==> src/hw/rtl/itpt_pkg.sv <==
package itpt_pkg;

	// Field bounds
	localparam int MAX_FIELD = 64;
	localparam int LEN_W     = 7;
	localparam int DIG_DEPTH = 16;
	localparam int DIG_IDX_W = 4;

	// Reciprocal of ten: floor(v * RECIP_TEN / 2**RECIP_SHIFT) == v / 10 for 32-bit v
	localparam logic [31:0] RECIP_TEN   = 32'hCCCC_CCCD;
	localparam int          RECIP_SHIFT = 35;

	// Conversion codes
	localparam logic OP_DEC = 1'b0;
	localparam logic OP_HEX = 1'b1;

	// ASCII constants
	localparam logic [7:0] CH_SPACE = 8'h20;
	localparam logic [7:0] CH_MINUS = 8'h2D;
	localparam logic [7:0] CH_ZERO  = 8'h30;
	localparam logic [7:0] CH_LOWA  = 8'h61;

	typedef enum logic [2:0] {
		ST_IDLE,
		ST_MUL,
		ST_DIG,
		ST_SIZE,
		ST_EMIT
	} state_t;

	typedef struct packed {
		logic load;
		logic mul;
		logic dig;
		logic size;
		logic emit;
	} cmd_t;

	typedef struct packed {
		logic conv_done;
		logic len_zero;
		logic last;
		logic is_hex;
	} status_t;

	// Map one digit to lower-case ASCII
	function automatic logic [7:0] digit_char(input logic [3:0] d);
		logic [7:0] c;
		if (d < 4'd10) begin
			c = CH_ZERO + {4'd0, d};
		end else begin
			c = CH_LOWA + {4'd0, d} - 8'd10;
		end
		return c;
	endfunction

endpackage

==> src/hw/rtl/itpt_ctrl.sv <==
module itpt_ctrl (
	input  logic              clk,
	input  logic              arst_n,
	input  logic              start,
	input  logic              op,
	input  itpt_pkg::status_t status,
	output itpt_pkg::cmd_t    cmd,
	output logic              busy,
	output logic              strobe
);

	itpt_pkg::state_t state_q, state_d;

	// Hold state
	always_ff @(posedge clk or negedge arst_n) begin
		if (!arst_n) begin
			state_q <= itpt_pkg::ST_IDLE;
		end else begin
			state_q <= state_d;
		end
	end

	// Advance through conversion, sizing and emission
	always_comb begin
		state_d = state_q;
		unique case (state_q)
			itpt_pkg::ST_IDLE: begin
				if (start) begin
					state_d = (op == itpt_pkg::OP_HEX) ? itpt_pkg::ST_DIG : itpt_pkg::ST_MUL;
				end
			end
			itpt_pkg::ST_MUL: begin
				state_d = itpt_pkg::ST_DIG;
			end
			itpt_pkg::ST_DIG: begin
				if (status.conv_done) begin
					state_d = itpt_pkg::ST_SIZE;
				end else if (!status.is_hex) begin
					state_d = itpt_pkg::ST_MUL;
				end
			end
			itpt_pkg::ST_SIZE: begin
				state_d = status.len_zero ? itpt_pkg::ST_IDLE : itpt_pkg::ST_EMIT;
			end
			itpt_pkg::ST_EMIT: begin
				if (status.last) begin
					state_d = itpt_pkg::ST_IDLE;
				end
			end
			default: state_d = itpt_pkg::ST_IDLE;
		endcase
	end

	// Drive datapath commands
	always_comb begin
		cmd    = '0;
		busy   = 1'b1;
		strobe = 1'b0;
		unique case (state_q)
			itpt_pkg::ST_IDLE: begin
				busy     = 1'b0;
				cmd.load = start;
			end
			itpt_pkg::ST_MUL:  cmd.mul  = 1'b1;
			itpt_pkg::ST_DIG:  cmd.dig  = 1'b1;
			itpt_pkg::ST_SIZE: cmd.size = 1'b1;
			itpt_pkg::ST_EMIT: begin
				cmd.emit = 1'b1;
				strobe   = 1'b1;
			end
			default: busy = 1'b0;
		endcase
	end

endmodule

==> src/hw/rtl/itpt_dpath.sv <==
module itpt_dpath (
	input  logic              clk,
	input  logic              arst_n,
	input  itpt_pkg::cmd_t    cmd,
	input  logic              op,
	input  logic [31:0]       value,
	input  logic [6:0]        field_width,
	input  logic              precision_given,
	input  logic [5:0]        precision,
	output itpt_pkg::status_t status,
	output logic [7:0]        text_char,
	output logic              last_char
);

	localparam int LW = itpt_pkg::LEN_W;
	localparam logic [LW-1:0] WIDTH_MAX = LW'(itpt_pkg::MAX_FIELD);
	localparam logic [LW-1:0] PREC_MAX  = LW'(itpt_pkg::MAX_FIELD - 1);

	// Request registers
	logic [31:0]   val_q;
	logic          neg_q;
	logic          hex_q;
	logic          prec_on_q;
	logic          drop_q;
	logic [LW-1:0] width_q;
	logic [LW-1:0] prec_q;

	// Digit store and conversion state
	logic [3:0]    digs_q [itpt_pkg::DIG_DEPTH];
	logic [3:0]    ndig_q;
	logic [63:0]   prod_s1;

	// Emission boundaries
	logic [LW-1:0] b_space_q, b_sign_q, b_zero_q, len_q, pos_q;

	// Load-time values
	logic          neg_in;
	logic [31:0]   mag_in;
	logic [LW-1:0] width_in, prec_in;

	always_comb begin
		neg_in   = (op == itpt_pkg::OP_DEC) && value[31];
		mag_in   = neg_in ? (32'd0 - value) : value;
		width_in = (field_width > WIDTH_MAX) ? WIDTH_MAX : field_width;
		prec_in  = (LW'(precision) > PREC_MAX) ? PREC_MAX : LW'(precision);
	end

	// Next digit and quotient
	logic [28:0] quot;
	logic [31:0] rem_full;
	logic [31:0] val_next;
	logic [3:0]  dig_next;

	always_comb begin
		quot     = prod_s1[63:itpt_pkg::RECIP_SHIFT];
		rem_full = val_q - ({3'd0, quot} << 3) - ({3'd0, quot} << 1);
		if (hex_q) begin
			val_next = {4'd0, val_q[31:4]};
			dig_next = val_q[3:0];
		end else begin
			val_next = {3'd0, quot};
			dig_next = rem_full[3:0];
		end
	end

	// Size the padded text
	logic [LW-1:0] nd, body, spaces, zeros, b2, b3, len_d;
	logic          pad_on;

	always_comb begin
		nd     = drop_q ? '0 : LW'(ndig_q);
		pad_on = prec_on_q && (prec_q > nd);
		body   = (pad_on ? prec_q : nd) + LW'(neg_q);
		spaces = (width_q > body) ? (width_q - body) : '0;
		zeros  = pad_on ? (prec_q - nd) : '0;
		b2     = spaces + LW'(neg_q);
		b3     = b2 + zeros;
		len_d  = b3 + nd;
	end

	// Latch request and run conversion
	always_ff @(posedge clk or negedge arst_n) begin
		if (!arst_n) begin
			ndig_q <= '0;
			pos_q  <= '0;
		end else begin
			if (cmd.load) begin
				ndig_q <= '0;
			end else if (cmd.dig) begin
				ndig_q <= ndig_q + 4'd1;
			end
			if (cmd.size) begin
				pos_q <= '0;
			end else if (cmd.emit) begin
				pos_q <= pos_q + LW'(1);
			end
		end
	end

	always_ff @(posedge clk) begin
		if (cmd.load) begin
			val_q     <= mag_in;
			neg_q     <= neg_in;
			hex_q     <= (op == itpt_pkg::OP_HEX);
			prec_on_q <= precision_given;
			drop_q    <= (mag_in == 32'd0) && precision_given && (precision == 6'd0);
			width_q   <= width_in;
			prec_q    <= prec_in;
		end
		if (cmd.mul) begin
			prod_s1 <= {32'd0, val_q} * {32'd0, itpt_pkg::RECIP_TEN};
		end
		if (cmd.dig) begin
			digs_q[ndig_q] <= dig_next;
			val_q          <= val_next;
		end
		if (cmd.size) begin
			b_space_q <= spaces;
			b_sign_q  <= b2;
			b_zero_q  <= b3;
			len_q     <= len_d;
		end
	end

	// Pick the character at the current position
	logic [LW-1:0] dig_pos;

	always_comb begin
		dig_pos = len_q - LW'(1) - pos_q;
		if (pos_q < b_space_q) begin
			text_char = itpt_pkg::CH_SPACE;
		end else if (pos_q < b_sign_q) begin
			text_char = itpt_pkg::CH_MINUS;
		end else if (pos_q < b_zero_q) begin
			text_char = itpt_pkg::CH_ZERO;
		end else begin
			text_char = itpt_pkg::digit_char(digs_q[dig_pos[itpt_pkg::DIG_IDX_W-1:0]]);
		end
		last_char = (pos_q == len_q - LW'(1));
	end

	// Report status
	always_comb begin
		status.conv_done = (val_next == 32'd0);
		status.len_zero  = (len_d == '0);
		status.last      = last_char;
		status.is_hex    = hex_q;
	end

endmodule

==> src/hw/rtl/integer_to_padded_text_unit.sv <==
// Integer to padded text: one printf-style %d or %x conversion per request.
// Request channel: drive op, value, field_width, precision_given and
// precision with start high; the request is taken at a clock edge where
// start is high and busy is low. Busy stays high until the last character
// of that request has been shown.
// Result channel: each ASCII character appears on text_char for exactly one
// cycle with strobe high, most significant character first; last_char marks
// the final one. Characters of one request come in consecutive cycles.
// The receiver cannot stall: every strobed character is taken as shown.
// Conversion: hex takes one step per digit, decimal two per digit (a
// reciprocal multiply by ten, then quotient and remainder), then a sizing
// step; the first character follows in the next cycle. A request has up
// to 8 (hex) or 10 (decimal) digits and a text of up to 64 characters.
// An empty text produces no strobe and frees the unit once it is sized.
// Reset (arst_n low) returns the unit to idle at once; no clearing is needed.
module integer_to_padded_text_unit (
	input  logic        clk,
	input  logic        arst_n,
	input  logic        start,
	output logic        busy,
	input  logic        op,
	input  logic [31:0] value,
	input  logic [6:0]  field_width,
	input  logic        precision_given,
	input  logic [5:0]  precision,
	output logic        strobe,
	output logic [7:0]  text_char,
	output logic        last_char
);

	itpt_pkg::cmd_t    cmd;
	itpt_pkg::status_t status;

	itpt_ctrl u_ctrl (
		.clk    (clk),
		.arst_n (arst_n),
		.start  (start),
		.op     (op),
		.status (status),
		.cmd    (cmd),
		.busy   (busy),
		.strobe (strobe)
	);

	itpt_dpath u_dpath (
		.clk             (clk),
		.arst_n          (arst_n),
		.cmd             (cmd),
		.op              (op),
		.value           (value),
		.field_width     (field_width),
		.precision_given (precision_given),
		.precision       (precision),
		.status          (status),
		.text_char       (text_char),
		.last_char       (last_char)
	);

endmodule

==> config.mk <==
export PLATFORM = sky130hd
export DESIGN_NAME = integer_to_padded_text_unit
export DESIGN_NICKNAME = d
export VERILOG_FILES = /design/src/hw/rtl/itpt_pkg.sv /design/src/hw/rtl/itpt_ctrl.sv /design/src/hw/rtl/itpt_dpath.sv /design/src/hw/rtl/integer_to_padded_text_unit.sv
export SDC_FILE = /design/constraint.sdc
export NUM_CORES = 2
export LEC_CHECK = 0
export ABC_AREA = 1
export BUFFER_PORTS_ARGS = -buffer_cell sky130_fd_sc_hd__buf_2
export CORE_ASPECT_RATIO = 0.5
export CORE_UTILIZATION = 55
export CTS_CLUSTER_SIZE = 8
export DETAILED_ROUTE_END_ITERATION = 16
export PLACE_DENSITY = 0.76
export SLEW_MARGIN = 25
export SYNTH_ARGS = -nofsm -noshare
export SYNTH_HDL_FRONTEND = slang
export SYNTH_SLANG_ARGS = --single-unit
==> constraint.sdc <==
create_clock -name clk -period 8.2 [get_ports clk]
set_input_delay 0.82 -clock clk [delete_from_list [all_inputs] [get_ports clk]]
set_output_delay 0.82 -clock clk [all_outputs]
set_load 0.02 [all_outputs]
==> results.toml <==
[status]
status = "complete, no violations"

[cells_and_area]
nNetsFinal = 4142
drive_above_1_share_pct = 4.77
syn2layout_area_growth_pct = 6.05
n_antenna_cell = 0

[logic_synthesis]
synthArstFlopShare_pct = 7.61
syn_avg_cell_area_um2 = 8.92
synth_edf_count = 170
yosys_most_used_dff = "edfxtp_1"
synth.distinct_cells = 54
yosysMostFrequentCell = "inv_1"
netlist.area_leader.share_pct = 29.3
synth_commonest_cells = "inv_1, fa_1, nand2_1"
synthTopCellsByArea = "fa_1, edfxtp_1, ha_1"
ys_seq_area_share_pct = 19.0
synthesis.nets = 4082
synth_area_mm2 = 0.0287
synth_warnings = 0
synth_cells = 3217
ys_ff_latch = 184
yosys.area.top_type = "fa_1"

[drt]
drtAntennaViolNets = 0
wl_per_cell_um = 22.2
via_count = 22200
drt_iter0_markers = 2051
first_pass_iters = 7
drc = 0
vias_per_cell = 5.58
routed_wl_um = 88500

[worst_setup_path]
cp_data_required_time_ns = 8.43
cp_slowest_cell = "ha_1"
reg2reg_depth = 22
r2r-start = "u_dpath.val_q[9]"
r2r-end = "u_dpath.prod_s1[61]"
crit_path_max_fanout = 6
cpPeakStageDelay_ns = 0.70
start_kind = "register"
critPathKind = "register to register"
rrSetupSlack_ns = 0.85
crit_end = "u_dpath.prod_s1[61]"
crit_top_cell = "fa_1"
crit_arrival_ns = 7.58
worst_setup_path_end_kind = "register"
path_cells = "ha_1 > inv_1 > fa_1 > fa_1 > inv_1 > fa_1 > fa_1 > inv_1 > fa_1 > inv_1 > fa_1 > fa_1 > ha_1 > nand2_1 > nor2_1 > nand2_1 > nor4_1 > a21oi_1 > o21ai_0 > nand2_1 > nand3_1 > nand2_1"
crit_start = "u_dpath.val_q[9]"

[floorplan]
die_w_um = 325
rows = 58
ios = 61
chipHeight_um = 164
core_area_mm2 = 0.0509
start_util_pct = 56.4
die_area_mm2 = 0.0531

[placed_design]
gp_congestion = 1.03
dpl.hpwl_um = 76900
portBuffers = 58

[clocking]
clock_latency_ns = 0.47
clk_pin_slew_ns = 0.09
cts_setup_buffers = 0
tritoncts = "yes"
cts_root_buf = "clkbuf_16"
ctsHtreeMaxLevel = 4
cts_resized = 0
cts_buffers = 17
cts_hold_buffers = 0
cts_sinks = 184
clockBufferDepth = 2

[sta]
rsz0062_at_grt = "no"
setup_violations = 0
slew_violations = 0
finalSetupTns_ns = 0
worst_pin_slew_ns = 1.08
min_period_ns = 7.35
hold_viol_final = 0
slew_headroom_pct = 27.8
whs_ns = 0.256
max_freq_mhz = 136
finClkSkew_ns = 0.0183
final.period_utilization_pct = 89.7

[global_route]
grt_pass1_vias = 22800
grtUsageTotal_pct = 34.7
grt_pass1_wl_um = 135000
grt_max_degree = 50
overflow = 0
antenna_found_initial = 2

[run]
cap_violations = 0

[worst_hold_path]
holdCritPathClass = "input pin to asynchronous set/reset pin"
metrics by stage:
stage / util [%] / cell area [um^2] / cells / setup WS (ns)
global placement: 58.5 / 29800 / 3948 / 1.02
floorplan: - / 28700 / 3217 / 2.15
detailed placement: 58.6 / 29800 / 3948 / 0.988
finish: 59.8 / 30400 / 3980 / 0.846
CTS: 59.8 / 30400 / 3980 / 0.989
global route: 59.8 / 30400 / 3980 / 0.549
cells in the final DEF, fill, tap and decap left out, types with 6 or more instances in the layout:
master     netlist  layout
buf_2           13      58
nand2_1        402     402
nand4_1         21      21
nand3_1         88      88
inv_2            7       8
xor2_1          56      56
a21o_1          13      13
edfxtp_1       170     170
nor2_2           6       8
ha_1           395     394
o21ai_1         13      13
o21ai_0        136     136
nand2_2         12      12
o21a_1           6       6
clkbuf_16        0      17
xnor2_1         20      19
o211ai_1         8       8
nor2_1         270     268
o21bai_1         6       6
a31oi_1         27      27
dfrtp_1         14      14
inv_1          882     881
nor3_1          30      30
a21oi_1        102     102
nor4_1          13      12
mux2i_1         10      10
fa_1           420     419
buf_4            5      13
cell type report:
cell class                      count  area (um^2)
Clock buffer                       17          425
Clock inverter                     15          206
Fill cell                        4458        20400
Inverter                          889         3340
Multi-Input combinational cell   2114        19800
Sequential cell                   184         5460
Tap cell                          690          863
Timing Repair Buffer               71          388
registers in the layout, summed over array words and instances (netlist names):
register           count
u_ctrl.state_q         3
u_dpath.b_sign_q       7
u_dpath.b_space_q      7
u_dpath.b_zero_q       7
u_dpath.digs_q        64
u_dpath.drop_q         1
u_dpath.hex_q          1
u_dpath.len_q          7
u_dpath.ndig_q         4
u_dpath.neg_q          1
u_dpath.pos_q          7
u_dpath.prec_on_q      1
u_dpath.prec_q         6
u_dpath.prod_s1       29
u_dpath.val_q         32
u_dpath.width_q        7
logic make-up after synthesis:
family          synth area share (%)
flops                           19.0
compound gates                  6.70
mux                            0.349
xor+xnor                        2.38
simple gates                    12.8
other cells                   0.0262
fa+ha+maj                       46.5
buf+inv                         12.2
per-layer routing:
layer  up-vias  global-route usage (%)  share of wire, %
met5         -                       0             0.011
met3       166                    10.7                11
met4         2                    11.6               3.7
met2      1024                    52.0                42
met1     10900                    47.8                43
li1      10100                       -                 -
critical path, delay by kind of cell, from the launching register on:
| kind | cells | cell delay (ns) |
|---|---|---|
| AO/OA/AOI/OAI | 2 | 0.76 |
| AND/OR/NAND/NOR | 7 | 0.95 |
| flip-flops | 1 | 0.51 |
| adder cells (fa/ha/maj) | 9 | 4.57 |
| buffers and inverters | 4 | 0.29 |
worst min path at each step:
stage | from | end | slack [ns] | cells past startpoint
2_1_floorplan | arst_n | u_ctrl.state_q[0] | 0.52 | 0
3_3_place_gp | u_dpath.ndig_q[0] | u_dpath.ndig_q[0] | 0.57 | 1
3_5_place_dp | u_dpath.ndig_q[2] | u_dpath.ndig_q[2] | 0.60 | 2
4_1_cts | arst_n | u_dpath.pos_q[0] | 0.25 | 1
5_1_grt | arst_n | u_dpath.pos_q[0] | 0.26 | 1
6_report | arst_n | u_dpath.pos_q[0] | 0.26 | 1
Power is left out: the tool's default activity adds up to more than one toggle a clock period on the data nets, which glitch-free logic cannot reach.
